$ cat config.mk
export PLATFORM = sky130hd
export DESIGN_NAME = gmdt_queue
export DESIGN_NICKNAME = d
export VERILOG_FILES = /design/src/rtl/gmdt_queue.sv
export SDC_FILE = /design/constraint.sdc
export NUM_CORES = 1
export LEC_CHECK = 0
export BUFFER_PORTS_ARGS = -buffer_cell sky130_fd_sc_hd__buf_2
export CAP_MARGIN = 25
export CORE_MARGIN = 3
export CORE_UTILIZATION = 50
export DETAILED_ROUTE_END_ITERATION = 10
export PLACE_DENSITY = 0.8
export SYNTH_ARGS = -nofsm -noshare
export SYNTH_HDL_FRONTEND = slang
export SYNTH_SLANG_ARGS = --single-unit
$ cat constraint.sdc
create_clock -name clk -period 3.8 [get_ports clk]
set_clock_uncertainty 0.15 [all_clocks]
set_input_delay 1.14 -clock clk [delete_from_list [all_inputs] [get_ports clk]]
set_output_delay 1.14 -clock clk [all_outputs]
set_load 0.1 [all_outputs]
$ cat src/rtl/gmdt_queue.sv
// Two-entry queue that decouples the front and back parts of the tracker.
// Depends on no other file.
module gmdt_queue #(
	parameter int WIDTH = 8
) (
	input  logic             clk,
	input  logic             arst_n,
	input  logic             wr_en,
	input  logic [WIDTH-1:0] wdata,
	output logic             full,
	input  logic             rd_en,
	output logic [WIDTH-1:0] rdata,
	output logic             empty
);
	localparam int DEPTH = 2;
	localparam int PTR_W = $clog2(DEPTH);
	localparam int CNT_W = $clog2(DEPTH + 1);

	logic [WIDTH-1:0] mem [DEPTH];
	logic [PTR_W-1:0] wr_ptr_q, rd_ptr_q;
	logic [CNT_W-1:0] count_q;
	logic do_wr, do_rd;

	assign full  = (count_q == CNT_W'(DEPTH));
	assign empty = (count_q == '0);
	assign do_wr = wr_en && !full;
	assign do_rd = rd_en && !empty;
	assign rdata = mem[rd_ptr_q];

	// Pointers and fill count.
	always_ff @(posedge clk or negedge arst_n) begin
		if (!arst_n) begin
			wr_ptr_q <= '0;
			rd_ptr_q <= '0;
			count_q  <= '0;
		end else begin
			if (do_wr) begin
				wr_ptr_q <= wr_ptr_q + 1'b1;
			end
			if (do_rd) begin
				rd_ptr_q <= rd_ptr_q + 1'b1;
			end
			if (do_wr && !do_rd) begin
				count_q <= count_q + 1'b1;
			end else if (do_rd && !do_wr) begin
				count_q <= count_q - 1'b1;
			end
		end
	end

	// Entry storage.
	always_ff @(posedge clk) begin
		if (do_wr) begin
			mem[wr_ptr_q] <= wdata;
		end
	end

endmodule

; After elaboration in Yosys (flattened, before gate mapping)
; Memories as Yosys holds them, arrays and structs flattened.
; Index checks and enable logic that the tools add are counted.
[word_totals]
regBits = 4
ram_bits = 16
output_inout_bits = 10
elab_cells = 23
n_memories = 1
[classes]
add_sub_neg = 4
n_eq_ne = 1
muxes = 4
n_reduce_logical = 10
[memory_table]
columns = name, words, word_bits, read_ports, rd_ports_with_merged_regs, write_ports, line_no
row1 = mem, 2, 8, 1, 0, 1, 19  ; logic [WIDTH-1:0] mem [DEPTH];
[ops]
columns = cell, count
row1 = 1-bit logical AND, 4
row2 = 1-bit logical NOT, 4
row3 = 2-bit two-way mux, 2
row4 = 1-bit adder (second input constant), 2
row5 = 2-bit by 1-bit adder with 2-bit output (second input constant), 1
row6 = 2-bit == test (second input constant), 1
row7 = 2-bit logical NOT, 1
row8 = 1-bit two-way mux, 2
row9 = 2-bit nonzero test, 1
row10 = 2-bit by 1-bit subtractor with 2-bit output (second input constant), 1

; Longest topological paths before layout
[logic_depth]
word_depth = 7
mapped_depth = 7
mapped_depth_nobuf = 7

; Least setup slack after synthesis
; No wires, ideal clock.
[synth_timing]
kind = register to output
from = register count_q[0]
to = output port empty
t_arrival_ns = 1.673
path_slack_ns = 0.837
stages_incl_launch_ff = 2
cell_sequence = dfrtp_1 > nor2_1
[synth_between]
elab_chain_len = 1
[synth_lines]
columns = element, line_no
row1 = "start, declared", 21  ; logic [CNT_W-1:0] count_q;
row2 = "start signal, assigned", 44  ; count_q <= count_q + 1'b1;
row3 = "start signal, assigned", 46  ; count_q <= count_q - 1'b1;
row4 = 2-bit logical NOT, 25  ; assign empty = (count_q == '0);
row5 = "end, declared", 13  ; output logic empty
; No other way between the ends.

; Worst setup path in the final report
[layout_timing]
from = register rd_ptr_q
to = output port rdata[0]
[layout_between]
elab_chain_len = 1
[layout_lines]
columns = element, line_no
row1 = "start, declared", 20  ; logic [PTR_W-1:0] wr_ptr_q, rd_ptr_q;
row2 = "start signal, assigned", 41  ; rd_ptr_q <= rd_ptr_q + 1'b1;
row3 = memory read 2 x 8 bit, --
row4 = "end, declared", 12  ; output logic [WIDTH-1:0] rdata,
; No other way between the ends.

==> impl_metrics.csv <==
group,metric,value,unit
synthesis,yosysTopAreaCell,"edfxtp_1",
worst_setup_path,cp_top_family,"flip-flops",
synthesis,ys_warn_count,0,
worst_setup_path,crit_path_cell_trace,"mux2_2, buf_2",
clocking,ctsResizeCount,0,
clocking,clk_latency,0.29,ns
die,io_pins,22,
global_routing,grt_pass1_vias,407,
synthesis,ys_seq_elements,20,
cells_and_area,mostFrequentLayoutCell,"buf_2",
sta,finalHoldViolations,0,
clocking,cts_buffers,3,
clocking,cts_max_path_buffers,2,
clocking,cts_root_buf,"clkbuf_4",
hold_path,hold_path.class,"reg -> reg",
synthesis,syn_nets,57,
synthesis,syn_area,782,um2
cells_and_area,regArea,581,um2
global_routing,grt_usage,12.4,%
synthesis,synth_area_leaders,"edfxtp_1 61%, dfrtp_1 13%, mux2_1 8.6%",
sta,fin_setup_tns,0,ns
global_routing,grt_max_degree,12,
routing,routed_wl,1130,um
sta,max_slew.worst_pin.slew,0.713,ns
sta,fin_crit_sh,74.8,%
sta,setup_viol,0,
routing,ant_nets,0,
routing,via_per_inst,4.81,
place,portBuffers,21,
synthesis,syn_avg_cell_area,17.8,um2
cells_and_area,syn2layout_area_growth,18.6,%
sta,fmax,352,MHz
global_routing,antenna_found_initial,0,
synthesis,synth_seq_area_share,74.2,%
sta,min_period,2.84,ns
worst_setup_path,cp.buffers_inverters,1,
clocking,post_cts_buffers,0,
worst_setup_path,cpPeakStageDelay,0.60,ns
die,initial_core_util,56.6,%
cells_and_area,final_cell_mix,"21 x buf_2, 16 x edfxtp_1, 6 x mux2_1",
place,routabilityCongestion,0.618,
worst_setup_path,worst-path-max-fanout,9,
worst_setup_path,cp-start-kind,"flop",
synthesis,synth_cell_types,15,
routing,wl_per_cell,13.6,um
cells_and_area,n_antenna_cell,0,
die,die_y,45.5,um
sta,maxSlewViolCount,0,
place,dpl.hpwl,854,um
synthesis,synth_cells,44,
clocking,cts_tree,"yes",
worst_setup_path,crit_required,2.51,ns
cells_and_area,fin_util,67.1,%
die,core,1380,um2
global_routing,grt_pass1_wl,1770,um
cells_and_area,nFillCells,107,
clocking,clock-sinks,20,
routing,drc,0,
sta,rsz0062_at_grt,"no",
clocking,holdBufCountCts,0,
routing,first_pass_iters,3,
worst_setup_path,critical_path_class,"reg -> out",
cells_and_area,multi_input_area,189,um2
cells_and_area,final_nets,82,
die,rows,13,
clocking,cts.clk_slew.worst_paths,0.10,ns
worst_setup_path,slowest_stage,"dfrtp_1",
worst_setup_path,arrival,1.55,ns
cells_and_area,drive_gt1_share,41.2,%
sta,max_slew_margin,52.3,%
die,fp.dieArea,2070,um2
clocking,htree_levels,1,
synthesis,synth_top_area_share,61.4,%
routing,drtIter0Drc,2,
run_status,outcome,"finished clean",
global_routing,overflow,0,
routing,vias,399,
worst_setup_path,end_kind,"output port",
run,cap_violations,0,
die,die_x,45.5,um
## synthesized netlist by cell type
| cell type | n |
|---|---|
| and3_1 | 1 |
| buf_2 | 1 |
| dfrtp_1 | 4 |
| edfxtp_1 | 16 |
| ha_1 | 1 |
| inv_1 | 2 |
| mux2_1 | 6 |
| mux2_2 | 2 |
| nand2_2 | 1 |
| nand2b_1 | 1 |
| nor2_1 | 3 |
| o21ai_1 | 1 |
| xnor2_1 | 2 |
| xnor2_2 | 1 |
| xor2_1 | 2 |
## flip-flops by register name, indices dropped and copies added (netlist names)
name,cells
mem,16
rd_ptr_q,1
count_q,2
wr_ptr_q,1
## final timing paths
| path | start | depth (start not counted) | slack (ns) | to |
|---|---|---|---|---|
| worst max-delay path | rd_ptr_q | 2 | 0.96 | rdata[0] |
| worst min-delay path | count_q[1] | 1 | 0.38 | count_q[1] |
| worst max register to register | count_q[0] | 3 | 2.01 | mem[0][0] |
| worst min register to register | count_q[1] | 1 | 0.38 | count_q[1] |
| max in group asynchronous | arst_n | 1 | 2.89 | rd_ptr_q |
| min in group asynchronous | arst_n | 1 | 0.48 | wr_ptr_q |
## layer usage
layer / share of wire [%] / track usage [%] / routed length [um]
met5: 0 / 0 / 0
met4: 0 / 3.51 / 0
met3: 6.4 / 3.56 / 72
met2: 48 / 21.4 / 541
met1: 46 / 15.0 / 518
## per-stage QoR
step,cells,hold slack (ns),instance area [um2],setup WS [ns]
6_report,83,0.377,927,0.958
4_1_cts,83,0.384,927,0.931
2_1_floorplan,44,0.334,782,0.837
5_1_grt,83,0.423,927,0.879
3_5_place_dp,79,0.368,901,1.27
3_3_place_gp,79,0.352,901,1.29
## final cells by class
type	instances	area share, %
repair buffers	21	11.3
clock inverters	1	0.405
well taps	15	2.02
inverters	2	0.810
clock buffers	3	2.43
multi-input cells	21	20.4
flip-flops and latches	20	62.6
## cells by family (layout without fill, tap and decap cells)
| logic type | Yosys count | after routing | synth area share [%] |
|---|---|---|---|
| AOI/OAI and AO/OA | 1 | 1 | 0.639 |
| and+or+nand+nor | 6 | 6 | 3.84 |
| adders and majority gates | 1 | 1 | 1.60 |
| xor gates and xnor gates | 5 | 5 | 6.56 |
| muxes | 8 | 8 | 11.5 |
| DFF | 20 | 20 | 74.2 |
| buffers and inverters | 3 | 27 | 1.60 |
Power is left out: the tool's default activity adds up to more than one toggle a clock period on the data nets, which glitch-free logic cannot reach.
