`config.mk`:
```
export PLATFORM = sky130hd
export DESIGN_NAME = gmdt_front
export DESIGN_NICKNAME = d
export VERILOG_FILES = /design/src/rtl/gmdt_pkg.sv /design/src/rtl/gmdt_front.sv
export SDC_FILE = /design/constraint.sdc
export NUM_CORES = 1
export LEC_CHECK = 0
export BUFFER_PORTS_ARGS = -buffer_cell sky130_fd_sc_hd__buf_2
export CORE_MARGIN = 3
export CORE_UTILIZATION = 50
export CTS_CLUSTER_DIAMETER = 40
export DETAILED_ROUTE_END_ITERATION = 10
export PLACE_DENSITY = 0.75
export SLEW_MARGIN = 10
export SYNTH_ARGS = -nofsm -noshare
export SYNTH_HDL_FRONTEND = slang
export SYNTH_SLANG_ARGS = --single-unit
```
`constraint.sdc`:
```
create_clock -name clk -period 6.14 [get_ports clk]
set_input_delay 1.228 -clock clk [delete_from_list [all_inputs] [get_ports clk]]
set_output_delay 1.228 -clock clk [all_outputs]
set_load 0.01 [all_outputs]
```
`src/rtl/gmdt_pkg.sv`:
```
// Package for the gyro motion distance tracker.
// Holds the port payload types, register indexes, reset values and state types.
// No dependencies.
package gmdt_pkg;

	// Fixed field and register widths.
	localparam int AXES        = 3;
	localparam int SAMPLE_W    = 16;
	localparam int MOTION_TH_W = 18;
	localparam int STEP_TH_W   = 39;
	localparam int SCALE_W     = 32;
	localparam int CFG_W       = 39;
	localparam int CFG_IDX_W   = 2;
	localparam int MAG_OUT_W   = 20;
	localparam int COUNT_W     = 16;
	localparam int TOTAL_W     = 48;
	localparam int DIST_W      = 32;
	// The magnitude total is multiplied in two halves split at this bit.
	localparam int SPLIT_W     = 24;

	localparam int DEF_WINDOW_DEPTH = 6;

	// Configuration register indexes.
	localparam logic [CFG_IDX_W-1:0] REG_MOTION_THRESHOLD  = 2'd0;
	localparam logic [CFG_IDX_W-1:0] REG_STEP_THRESHOLD_SQ = 2'd1;
	localparam logic [CFG_IDX_W-1:0] REG_DISTANCE_SCALE    = 2'd2;

	// Configuration reset values.
	localparam logic [MOTION_TH_W-1:0] MOTION_TH_RST = 18'd145;
	localparam logic [STEP_TH_W-1:0]   STEP_TH_RST   = 39'd14824000;
	localparam logic [SCALE_W-1:0]     SCALE_RST     = 32'd312338612;

	// One input transaction.
	typedef struct packed {
		logic signed [SAMPLE_W-1:0] sample_x;
		logic signed [SAMPLE_W-1:0] sample_y;
		logic signed [SAMPLE_W-1:0] sample_z;
	} sample_t;

	// One result transaction.
	typedef struct packed {
		logic                 measuring;
		logic                 distance_taken;
		logic [MAG_OUT_W-1:0] step_magnitude;
		logic [COUNT_W-1:0]   step_count;
		logic [DIST_W-1:0]    total_distance_mm;
	} result_t;

	// Classification of one sample as handed from the front to the back.
	typedef struct packed {
		logic measure;    // this sample takes a distance step
		logic measuring;  // mode after this sample
	} job_ctl_t;

	typedef enum logic [1:0] {
		F_IDLE,
		F_UPDATE,
		F_CLASSIFY
	} front_state_t;

	typedef enum logic [3:0] {
		B_IDLE,
		B_DIFF,
		B_SQUARE,
		B_ACCUM,
		B_ROOT,
		B_UPDATE,
		B_MUL_LO,
		B_MUL_HI,
		B_FINISH
	} back_state_t;

endpackage

```
`src/rtl/gmdt_front.sv`:
```
// Front part of the gyro motion distance tracker: accepts samples, keeps the
// moving window and its sums, and classifies each sample by the motion mode.
// Depends on gmdt_pkg.
module gmdt_front #(
	parameter int WINDOW_DEPTH = gmdt_pkg::DEF_WINDOW_DEPTH,
	parameter int SUM_W        = gmdt_pkg::SAMPLE_W + $clog2(WINDOW_DEPTH)
) (
	input  logic                                   clk,
	input  logic                                   arst_n,
	input  logic                                   push,
	output logic                                   full,
	input  gmdt_pkg::sample_t                      sample,
	input  logic [gmdt_pkg::MOTION_TH_W-1:0]       motion_threshold,
	output logic                                   job_push,
	input  logic                                   job_full,
	output gmdt_pkg::job_ctl_t                     job_ctl,
	output logic [gmdt_pkg::AXES-1:0][SUM_W-1:0]   job_sums
);
	import gmdt_pkg::*;

	localparam int PTR_W = $clog2(WINDOW_DEPTH);
	localparam int CMP_W = (SUM_W > MOTION_TH_W) ? SUM_W : MOTION_TH_W;
	localparam logic [PTR_W-1:0] PTR_LAST = PTR_W'(WINDOW_DEPTH - 1);

	front_state_t state_q, state_d;
	sample_t samp_q;
	sample_t mem [WINDOW_DEPTH];
	sample_t rd_q;
	logic rd_vld_q;
	logic [WINDOW_DEPTH-1:0] vld_q;
	logic [PTR_W-1:0] ptr_q;
	logic [AXES-1:0][SUM_W-1:0] sums_q, sums_d;
	logic [AXES-1:0][SAMPLE_W-1:0] new_s, old_s;
	logic [AXES-1:0][SUM_W-1:0] abs_s;
	logic mode_q;
	logic hit;
	logic accept;

	assign accept = push && !full;

	// Window entries that were never written read as zero.
	assign new_s = {samp_q.sample_x, samp_q.sample_y, samp_q.sample_z};
	assign old_s = rd_vld_q ? {rd_q.sample_x, rd_q.sample_y, rd_q.sample_z} : '0;

	// Window sum update: add the new sample and drop the oldest one.
	always_comb begin
		for (int a = 0; a < AXES; a++) begin
			sums_d[a] = sums_q[a] + SUM_W'($signed(new_s[a])) - SUM_W'($signed(old_s[a]));
		end
	end

	// Motion detection on the absolute window sums.
	always_comb begin
		hit = 1'b0;
		for (int a = 0; a < AXES; a++) begin
			abs_s[a] = sums_q[a][SUM_W-1] ? (~sums_q[a] + 1'b1) : sums_q[a];
			if (CMP_W'(abs_s[a]) >= CMP_W'(motion_threshold)) begin
				hit = 1'b1;
			end
		end
	end

	// Next state.
	always_comb begin
		state_d = state_q;
		unique case (state_q)
			F_IDLE: begin
				if (push) begin
					state_d = F_UPDATE;
				end
			end
			F_UPDATE: begin
				state_d = F_CLASSIFY;
			end
			F_CLASSIFY: begin
				if (!job_full) begin
					state_d = F_IDLE;
				end
			end
			default: begin
				state_d = F_IDLE;
			end
		endcase
	end

	// Outputs.
	always_comb begin
		full              = (state_q != F_IDLE);
		job_push          = (state_q == F_CLASSIFY) && !job_full;
		job_ctl.measure   = mode_q;
		job_ctl.measuring = !mode_q && hit;
		job_sums          = sums_q;
	end

	// Control state, window sums and valid bits.
	always_ff @(posedge clk or negedge arst_n) begin
		if (!arst_n) begin
			state_q  <= F_IDLE;
			ptr_q    <= '0;
			sums_q   <= '0;
			vld_q    <= '0;
			rd_vld_q <= 1'b0;
			mode_q   <= 1'b0;
		end else begin
			state_q  <= state_d;
			rd_vld_q <= vld_q[ptr_q];
			if (state_q == F_UPDATE) begin
				sums_q       <= sums_d;
				vld_q[ptr_q] <= 1'b1;
				ptr_q        <= (ptr_q == PTR_LAST) ? '0 : ptr_q + 1'b1;
			end
			if (job_push) begin
				mode_q <= job_ctl.measuring;
			end
		end
	end

	// Window memory with registered read at the current pointer.
	always_ff @(posedge clk) begin
		if (state_q == F_UPDATE) begin
			mem[ptr_q] <= samp_q;
		end
		rd_q <= mem[ptr_q];
	end

	// Sample capture.
	always_ff @(posedge clk) begin
		if (accept) begin
			samp_q <= sample;
		end
	end

endmodule

```
Yosys cells after proc, flatten, opt, wreduce, memory -nomap -nowiden:

Memories as Yosys holds them, arrays and structs flattened. A register that Yosys moved wholly into a read port is not among the register bits.
Index checks and enable logic that the tools add are counted.

* reductions and logical operators: 10
* equality and inequality tests: 5
* bitwise operators: 4
* multiplexer cells: 17
* $add $sub $neg: 10
* $lt $le $gt $ge: 5

Operators with widths (count)
* adder 19 x 1 -> 19 bit (second input constant): 3
* adder 19 bit: 3
* greater-or-equal comparator 19 x 18 -> 1 bit: 3
* two-way mux 19 bit: 3
* inverter 19 bit: 3
* subtractor 19 bit: 3
* two-way mux 48 bit: 1
* two-way mux 1 bit: 7
* bitwise OR 6 bit: 1
* one-hot mux 2 bit (3 select lines): 1
* logical AND 1 bit: 4
* less-than comparator 3 x 4 -> 1 bit (second input constant): 1
* two-way mux 2 bit: 2
* != test 2 bit (second input constant): 2
* adder 3 x 1 -> 3 bit (second input constant): 1
* binary-select mux 1 bit (select 3 bit): 1
* demux 1 bit (select 3 bit): 1
* == test 3 bit (second input constant): 1
* greater-or-equal comparator 3 x 1 -> 1 bit (second input constant): 1
* logical NOT 1 bit: 3
* two-way mux 3 bit: 1
* == test 2 x 1 -> 1 bit (second input constant): 1
* == test 2 bit (second input constant): 1
* logical NOT 2 bit: 1
* 2 further kinds: 2

* output and inout bits: 61
* bits in writable memories: 288
* memories kept: 1
* register bits after elaboration: 118
* word-level logic and storage cells: 63

Memories
* mem: depth 6, bits a word 48, rd ports 1, clocked after memory_dff 1, wr ports 1, line gmdt_front.sv:27 `sample_t mem [WINDOW_DEPTH];`

Longest topological paths before layout:

Gate-level depths: netlist of the first run.

* depth in word-level cells: 8
* mapped depth: 16
* gate-level depth less buffers: 16

Least setup slack after synthesis of the first run:

Ideal clock, no wire load.

* path type: register to register
* start point: register ptr_q[0]
* end point: register vld_q[0]
* path slack: -100 ps
* cell stages (with the launch flop): 6
* library setup time: 93 ps
* path buffers: 3
* period minus slack after synthesis: 6240 ps
* arrival time: 6147 ps
* path through: dfrtp_1 clkbuf_1 buf_2 clkbuf_1 nor4_1 or2_2

* longest elaborated chain between the ends: 5
* elaborated cells on any way between the ends: 6
* classes of those cells: order compare (2); mux (2); bitwise (1); reduce/logical (1)

Ends and longest elaborated chain
* start: declaration: line gmdt_front.sv:31 `logic [PTR_W-1:0] ptr_q;`
* start signal: assignment: line gmdt_front.sv:110 `ptr_q <= (ptr_q == PTR_LAST) ? '0 : ptr_q + 1'b1;`
* less-than comparator 3 x 4 -> 1 bit (implied by the code) / greater-or-equal comparator 3 x 1 -> 1 bit (equally long branches): line gmdt_front.sv:109 `vld_q[ptr_q] <= 1'b1;`
* logical AND 1 bit (implied by the code): line gmdt_front.sv:109
* two-way mux 1 bit (implied by the code): line gmdt_front.sv:109
* demux 1 bit (select 3 bit) (*): line gmdt_front.sv:109
* bitwise OR 6 bit (no source line) (*)
* end signal: assignment: line gmdt_front.sv:101 `vld_q <= '0;`
* end signal: indexed assignment: line gmdt_front.sv:109
* end: declaration: line gmdt_front.sv:30 `logic [WINDOW_DEPTH-1:0] vld_q;`

Mark *: on every way between the ends. The rest lies on a longest branch, timed or not.
A chain may end at the register's enable or synchronous reset.

==> results.sh, run 1 <==
export IMPL_cts_sinks=454
export IMPL_slew_headroom=0.3092
export IMPL_holdWs_ns=0.4668
export IMPL_grt_max_degree=74
export IMPL_path_buf_inv=2
export IMPL_cp_arrival_ns=4.58
export IMPL_status="finished, final reports clean"
export IMPL_fin_crit_sh=0.9458
export IMPL_syn_inst=1833
export IMPL_synthAdderAreaFrac=0.1097
export IMPL_reg2regPathDepth=13
export IMPL_area_growth_syn_to_layout_pct=16.00
export IMPL_yosys_area_share_simple=0.09073
export IMPL_cts_clk_slew_worst_paths_ns=0.06
export IMPL_crit_chain="inv_1 > ha_1 > or3b_1 > or3_1 > o41ai_1 > xnor2_1 > ha_1 > a21o_1 > a21o_1 > a21oi_1 > o21ai_0 > a211oi_1 > o41ai_1 > nor3_1 > a21oi_1 > buf_2"
export IMPL_clock_fmax_ghz=0.1722
export IMPL_start_util=0.5111
export IMPL_fin_cells=2639
export IMPL_hold_violations=0
export IMPL_rows=77
export IMPL_cts_hold_buffers_added=0
export IMPL_synth_fp_nets=2071
export IMPL_overflow=0
export IMPL_antenna_found_initial=0
export IMPL_placed_area_um2=24210
export IMPL_die_area_um2=48300
export IMPL_cp_max_fo=5
export IMPL_die_y_um=219.8
export IMPL_setup_tns_ns=0
export IMPL_totalWireLength_mm=53.83
export IMPL_synth_most_common_cell="edfxtp_1"
export IMPL_hold_depth=1
export IMPL_cts_setup_buffers=0
export IMPL_synth_area_leaders="edfxtp_1, dfrtp_1, ha_1, mux4_2, fa_1"
export IMPL_finalCriticalPeriod_ns=5.807
export IMPL_rr_endpoint="job_sums[37]$_DFFE_PN0P_"
export IMPL_drtPass1Iterations=5
export IMPL_synth_top_family_by_area="adder cells"
export IMPL_max_cap_violations=0
export IMPL_synth_compound_area_share=0.08241
export IMPL_final_area_um2=26510
export IMPL_dpl_hpwl_mm=36.08
export IMPL_ant_nets=0
export IMPL_rsz0062_at_grt="no"
export IMPL_netlist_area_um2=22850
export IMPL_hp_class="reg -> reg"
export IMPL_root_buffer="clkbuf_16"
export IMPL_clock_path_buffers=3
export IMPL_crit_type="reg -> out"
export IMPL_async_flop_share=0.1542
export IMPL_r2r_start="rd_vld_q$_DFF_PN0_"
export IMPL_yosys_area_top_type_share=0.4416
export IMPL_max_stage_delay_ns=0.40
export IMPL_path_delay_family="compound AO/OA/AOI/OAI gates"
export IMPL_crit_slowest_cell="dfrtp_1"
export IMPL_drive_gt1_frac=0.1656
export IMPL_htree_levels=3
export IMPL_slew_violations=0
export IMPL_synth_top_cells_by_count="edfxtp_1, inv_1, ha_1, nand2_1, a21oi_1"
export IMPL_io_pins=131
export IMPL_hp_start="vld_q[0]$_DFFE_PN0P_"
export IMPL_synth_area_per_cell_um2=12.47
export IMPL_synth_edf_count=336
export IMPL_grt_pass1_wl_mm=83.70
export IMPL_wl_per_cell_um=20.40
export IMPL_drc=0
export IMPL_multiInputGateArea_um2=8930
export IMPL_synthMuxAreaShare=0.07162
export IMPL_numPortBuffers=130
export IMPL_holdPathEnd="vld_q[0]$_DFFE_PN0P_"
export IMPL_start_kind="flop"
export IMPL_synth_seq_area_share=0.5603
export IMPL_dr_first_iter_drc_count=1096
export IMPL_worstMarginPinSlew_ns=1.036
export IMPL_worst_ep_required_time_ns=4.91
export IMPL_regArea_um2=12810
export IMPL_cts_buffers=68
export IMPL_clk_insertion_delay_late_ns=0.59
export IMPL_synth_xor_area_frac=0.03411
export IMPL_final_nets=2231
export IMPL_end_kind="primary output"
export IMPL_worstSetupStartpoint="job_sums[20]$_DFFE_PN0P_"
export IMPL_dpl_cell_count=2515
export IMPL_ys_seq_elements=454
export IMPL_vias_per_cell=5.580
export IMPL_num_antenna_cells=0
export IMPL_ctsResizeCount=0
export IMPL_track_usage=0.2274
export IMPL_setup_violations=0
export IMPL_core_area_um2=44700
export IMPL_yosysWarnings=0
export IMPL_ys_flop_type="edfxtp_1"
export IMPL_place_congestion=0.9178
export IMPL_grt_pass1_vias=14940
export IMPL_die_w_um=219.8
export IMPL_skew_ns=0.02251
export IMPL_fill_cells=3596
export IMPL_rrSetupSlack_ns=2.17
export IMPL_cts_tree="done"
export IMPL_synth_largest_area_cell="edfxtp_1"
export IMPL_synth_cell_types=64
export IMPL_vias=14730
[metrics by stage]
| step | setup WS [ns] | utilization |
|---|---|---|
| after floorplan | 0.9152 | - |
| after global placement | 0.9921 | 0.5415 |
| after detailed placement | 0.9894 | 0.5415 |
| after CTS | 0.3302 | 0.5929 |
| after global routing | 0.03772 | 0.5929 |
| final | 0.3327 | 0.5929 |
[worst max path at each step]
stage / to / depth (start not counted)
floorplan: vld_q[5]$_DFFE_PN0P_ / 5
global placement: job_ctl[0] / 16
detailed placement: job_ctl[0] / 16
CTS: job_ctl[0] / 16
global route: job_ctl[0] / 16
finish: job_ctl[0] / 16
[worst reg2reg max path: cells and delay by family, from the launching register on]
| kind | cells | cell delay [ns] |
|---|---|---|
| flip-flops | 1 | 0.38 |
| buffers and inverters | 2 | 0.27 |
| AND/OR/NAND/NOR | 6 | 1.52 |
| AO/OA/AOI/OAI | 3 | 0.81 |
| adder cells (fa/ha/maj) | 2 | 0.82 |
[cells by family after synthesis]
| family | after synthesis |
|---|---|
| xor gates and xnor gates | 89 |
| buffers and inverters | 307 |
| DFF | 454 |
| AOI/OAI and AO/OA | 314 |
| adders and majority gates | 168 |
| and+or+nand+nor | 399 |
| muxes | 102 |
[registers in the layout (all words and copies together) (netlist names)]
signal	flops
mem	288
rd_q	48
mode_q	1
job_sums	57
ptr_q	3
new_s	48
vld_q	6
rd_vld_q	1
state_q	2
[per-layer routing]
layer  up-vias  wire length, um  track usage  part of all wire
li1       6845                -            -                 -
met1      7321            22930       0.3059              0.43
met2       450            25160       0.3618              0.47
met3       110             4133      0.05847             0.077
met4         0             1607      0.07856             0.030
met5         -                0            0                 0
[area by class of cell]
cell class                 count  share of cell area
sequential                   454              0.4833
clock buffer                  78             0.06798
inverter                     248             0.03512
clock inverter                46             0.01869
multi-input combinational   1072              0.3369
tap                          592             0.02795
timing repair buffer         149             0.03002
[placed cells by master (no fill, tap or decap), types with 34 or more instances in the layout]
cell | netlist | routed
a21oi_1 | 99 | 99
and2_1 | 48 | 48
mux2i_1 | 51 | 51
dfrtp_1 | 70 | 67
edfxtp_1 | 336 | 336
nor2_1 | 82 | 80
inv_1 | 248 | 246
nand2_1 | 105 | 105
fa_1 | 54 | 54
clkbuf_16 | 0 | 70
a21o_1 | 34 | 34
o21ai_0 | 94 | 94
buf_2 | 9 | 129
xnor2_1 | 76 | 76
mux4_2 | 49 | 49
dfxtp_1 | 48 | 48
ha_1 | 114 | 114
Power of run 1 is not shown: default switching activity piles up to over one toggle a cycle in this logic, so the estimate is an artifact.
==> run 2: changes to the inputs <==
- PLACE_DENSITY: 0.75 -> 0.72
- clock period: 6.14 -> 7 ns (I/O delays scaled with it)
==> results.sh, run 2 (same netlist as run 1, synthesis figures left out) <==
export IMPL_status="finished, final reports clean"
export IMPL_area_growth_syn_to_layout_pct=15.16
export IMPL_clock_path_buffers=3
export IMPL_drive_gt1_frac=0.1596
export IMPL_ant_nets=0
export IMPL_largest_reg_flops=288
export IMPL_setup_tns_ns=0
export IMPL_setup_ws_ns=0.9137
export IMPL_root_buffer="clkbuf_16"
export IMPL_grt_max_degree=74
export IMPL_fin_crit_sh=0.8695
export IMPL_cts_clk_slew_worst_paths_ns=0.06
export IMPL_cp_max_fo=5
export IMPL_pre_cts_ws_ns=1.610
export IMPL_hold_violations=0
export IMPL_antenna_found_initial=1
export IMPL_r2r_start="rd_vld_q$_DFF_PN0_"
export IMPL_rrSetupSlack_ns=2.66
export IMPL_cts_hold_buffers_added=0
export IMPL_slew_violations=0
export IMPL_dpl_hpwl_mm=35.09
export IMPL_skew_ns=0.02113
export IMPL_wl_per_cell_um=19.86
export IMPL_drc=0
export IMPL_rows=77
export IMPL_hp_start="vld_q[4]$_DFFE_PN0P_"
export IMPL_cts_tree="done"
export IMPL_final_area_um2=26310
export IMPL_vias_per_cell=5.518
export IMPL_track_usage=0.2220
export IMPL_place_congestion=0.9086
export IMPL_dr_first_iter_drc_count=849
export IMPL_totalWireLength_mm=52.20
export IMPL_overflow=0
export IMPL_clock_fmax_ghz=0.1643
export IMPL_numPortBuffers=130
export IMPL_drtPass1Iterations=4
export IMPL_grt_pass1_vias=14660
export IMPL_worstMarginPinSlew_ns=1.155
export IMPL_dpl_cell_count=2513
export IMPL_cts_buffers=61
export IMPL_grt_busiest_layer="met2"
export IMPL_htree_levels=2
export IMPL_end_kind="primary output"
export IMPL_holdPathEnd="vld_q[4]$_DFFE_PN0P_"
export IMPL_top_register="mem"
export IMPL_die_w_um=219.8
export IMPL_hold_depth=1
export IMPL_fill_cells=3590
export IMPL_hp_class="reg -> reg"
export IMPL_placed_area_um2=24190
export IMPL_final_common_cell="edfxtp_1"
export IMPL_clk_insertion_delay_late_ns=0.62
export IMPL_cp_arrival_ns=4.69
export IMPL_die_area_um2=48300
export IMPL_grtUsageMet1=0.3062
export IMPL_cts_setup_buffers=0
export IMPL_worst_ep_required_time_ns=5.60
export IMPL_grt_util_met2=0.3622
export IMPL_start_kind="flop"
export IMPL_core_area_um2=44700
export IMPL_io_pins=131
export IMPL_final_nets=2222
export IMPL_fin_cells=2628
export IMPL_gr_usage_met3=0.04261
export IMPL_finalCriticalPeriod_ns=6.086
export IMPL_rr_endpoint="job_sums[18]$_DFFE_PN0P_"
export IMPL_rsz0062_at_grt="no"
export IMPL_grt_pass1_wl_mm=82.43
export IMPL_reg2regPathDepth=13
export IMPL_start_util=0.5111
export IMPL_num_antenna_cells=0
export IMPL_ctsResizeCount=0
export IMPL_max_cap_violations=0
export IMPL_final_cell_mix="edfxtp_1, inv_1, buf_2"
export IMPL_vias=14500
export IMPL_setup_violations=0
export IMPL_crit_type="reg -> out"
export IMPL_slew_headroom=0.2284
export IMPL_die_y_um=219.8
export IMPL_cts_sinks=454
run 2: cell count changes in the layout (fill, tap and decap cells not counted), moves of 2 or more:
cell / change
clkbuf_1: +2
inv_8: +7
clkbuf_16: -8
buf_4: -2
bufinv_16: +2
inv_2: -2
clkinv_2: +2
clkinv_4: -2
inv_6: -11
run 2: final cells by class:
type,count,area [um^2],share of cell area
flip-flops and latches,454,12810,0.4869
multi-input cells,1072,8921,0.3390
clock buffers,71,1595,0.06062
inverters,248,933.4,0.03547
repair buffers,147,780.7,0.02967
well taps,592,740.7,0.02815
clock inverters,44,531.8,0.02021
run 2: through the flow:
stage | util | hold slack [ns]
floorplan | - | 0.4295
global placement | 0.5411 | 0.4461
detailed placement | 0.5411 | 0.4503
CTS | 0.5886 | 0.4633
global route | 0.5886 | 0.4972
finish | 0.5886 | 0.4710
run 2: metal layers:
metal,part of all wire,vias to the layer above
met1,0.44,7205
li1,-,6839
met3,0.058,89
met4,0.026,0
met2,0.48,367
met5,0,-
run 2: worst max path at each step:
stage                              from                    to  slack [ns]  cells past startpoint
3_3_place_gp   job_sums[20]$_DFFE_PN0P_            job_ctl[0]        1.67                     16
4_1_cts        job_sums[19]$_DFFE_PN0P_            job_ctl[0]        0.93                     16
6_report       job_sums[19]$_DFFE_PN0P_            job_ctl[0]        0.91                     16
5_1_grt        job_sums[19]$_DFFE_PN0P_            job_ctl[0]        0.65                     16
2_1_floorplan      ptr_q[0]$_DFFE_PN0P_  vld_q[0]$_DFFE_PN0P_        0.76                      5
3_5_place_dp   job_sums[20]$_DFFE_PN0P_            job_ctl[0]        1.61                     16
run 2: worst max-delay path: stages (launching register included):
cell      delay, ns
dfrtp_1        0.39
inv_1          0.12
ha_1           0.17
or3b_1         0.36
or3_1          0.39
o41ai_1        0.40
xnor2_1        0.17
ha_1           0.27
a21o_1         0.16
a21o_1         0.17
a21oi_1        0.13
o21ai_0        0.11
a211oi_1       0.26
o41ai_1        0.13
nor3_1         0.39
a21oi_1        0.23
buf_2          0.19
Power of run 2 is left out for the same reason.
==> run 3: changes to the inputs <==
- CORE_UTILIZATION: 50 -> 35
- PLACE_DENSITY: 0.72 -> 0.56
==> results.sh, run 3 (same netlist as run 1, synthesis figures left out) <==
export IMPL_place_congestion=0.8615
export IMPL_num_antenna_cells=0
export IMPL_start_kind="flop"
export IMPL_final_common_cell="edfxtp_1"
export IMPL_numPortBuffers=130
export IMPL_core_area_um2=64460
export IMPL_hold_violations=0
export IMPL_die_area_um2=68380
export IMPL_skew_ns=0.03059
export IMPL_drc=0
export IMPL_dpl_hpwl_mm=38.19
export IMPL_overflow=0
export IMPL_largest_reg_flops=288
export IMPL_vias=14380
export IMPL_wl_per_cell_um=19.28
export IMPL_reg2regPathDepth=12
export IMPL_rows=93
export IMPL_r2r_start="rd_vld_q$_DFF_PN0_"
export IMPL_cp_arrival_ns=4.61
export IMPL_start_util=0.3545
export IMPL_vias_per_cell=4.939
export IMPL_holdWs_ns=0.4611
export IMPL_max_stage_delay_ns=0.40
export IMPL_fin_crit_sh=0.8583
export IMPL_grt_pass1_vias=14770
export IMPL_grt_max_degree=73
export IMPL_cts_sinks=454
export IMPL_drive_gt1_frac=0.1663
export IMPL_slew_violations=0
export IMPL_area_growth_syn_to_layout_pct=18.06
export IMPL_drtPass1Iterations=5
export IMPL_final_cell_mix="edfxtp_1, inv_1, buf_2"
export IMPL_setup_worst_path_end="job_ctl[0]"
export IMPL_slew_headroom=0.3133
export IMPL_setup_tns_ns=0
export IMPL_setup_violations=0
export IMPL_worst_ep_required_time_ns=5.60
export IMPL_hp_class="reg -> reg"
export IMPL_rsz0062_at_grt="no"
export IMPL_fill_cells=6096
export IMPL_die_y_um=261.5
export IMPL_clock_fmax_ghz=0.1664
export IMPL_rr_endpoint="job_sums[18]$_DFFE_PN0P_"
export IMPL_fin_cells=2911
export IMPL_crit_chain="inv_1 > ha_1 > or3b_1 > or3_1 > o41ai_1 > xnor2_1 > ha_1 > a21o_1 > a21o_1 > a21oi_1 > o21ai_0 > a211oi_1 > o41ai_1 > nor3_1 > a21oi_1 > buf_2"
export IMPL_antenna_found_initial=0
export IMPL_utilization=0.4185
export IMPL_worstMarginPinSlew_ns=1.030
export IMPL_cts_clk_slew_worst_paths_ns=0.05
export IMPL_cp_max_fo=5
export IMPL_clock_path_buffers=3
export IMPL_htree_levels=3
export IMPL_grt_pass1_wl_mm=86.22
export IMPL_status="finished, final reports clean"
export IMPL_root_buffer="clkbuf_16"
export IMPL_cts_tree="done"
export IMPL_clk_insertion_delay_late_ns=0.61
export IMPL_worstSetupStartpoint="job_sums[19]$_DFFE_PN0P_"
export IMPL_dpl_cell_count=2777
export IMPL_top_register="mem"
export IMPL_final_nets=2235
export IMPL_cts_setup_buffers=0
export IMPL_io_pins=131
export IMPL_cts_hold_buffers_added=0
export IMPL_finalCriticalPeriod_ns=6.008
export IMPL_max_cap_violations=0
export IMPL_totalWireLength_mm=56.11
export IMPL_crit_type="reg -> out"
export IMPL_crit_slowest_cell="dfrtp_1"
export IMPL_dr_first_iter_drc_count=891
export IMPL_rrSetupSlack_ns=2.44
export IMPL_end_kind="primary output"
export IMPL_track_usage=0.1665
export IMPL_ant_nets=0
export IMPL_ctsResizeCount=0
export IMPL_die_w_um=261.5
export IMPL_cts_buffers=73
==> run 3: final cells by class <==
cell class / count / area [um^2] / share of cell area
clock buffer: 84 / 1921 / 0.07119
clock inverter: 50 / 533.0 / 0.01976
inverter: 248 / 933.4 / 0.03460
multi-input combinational: 1072 / 8921 / 0.3307
sequential: 454 / 12810 / 0.4749
tap: 855 / 1070 / 0.03966
timing repair buffer: 148 / 788.3 / 0.02922
==> run 3: how the worst min path moves through the flow <==
stage | startpoint | end | cells past startpoint
3_3_place_gp | vld_q[5]$_DFFE_PN0P_ | vld_q[5]$_DFFE_PN0P_ | 1
2_1_floorplan | vld_q[1]$_DFFE_PN0P_ | vld_q[1]$_DFFE_PN0P_ | 1
3_5_place_dp | vld_q[5]$_DFFE_PN0P_ | vld_q[5]$_DFFE_PN0P_ | 1
5_1_grt | vld_q[5]$_DFFE_PN0P_ | vld_q[5]$_DFFE_PN0P_ | 1
6_report | vld_q[4]$_DFFE_PN0P_ | vld_q[4]$_DFFE_PN0P_ | 1
4_1_cts | vld_q[4]$_DFFE_PN0P_ | vld_q[4]$_DFFE_PN0P_ | 1
==> run 3: metrics by stage <==
stage	worst slack (ns)	area, um^2
after floorplan	0.7601	22850
after CTS	1.010	26980
after global placement	1.685	24520
after global routing	0.5739	26980
final	0.9917	26980
after detailed placement	1.666	24520
==> run 3: worst max-delay path: cells and delay by family (launching register included) <==
| kind | cells | cell delay (ns) |
|---|---|---|
| AND/OR/NAND/NOR | 3 | 1.10 |
| adder cells (fa/ha/maj) | 2 | 0.45 |
| buffers and inverters | 2 | 0.34 |
| flip-flops | 1 | 0.40 |
| AO/OA/AOI/OAI | 8 | 1.56 |
| XOR/XNOR | 1 | 0.17 |
==> run 3: routing by layer <==
layer	GRT usage	wire, um
met1	0.2252	25500
met2	0.2632	25820
met3	0.04216	3367
met4	0.05359	1429
met5	0	0
Power of run 3 is left out for the same reason.
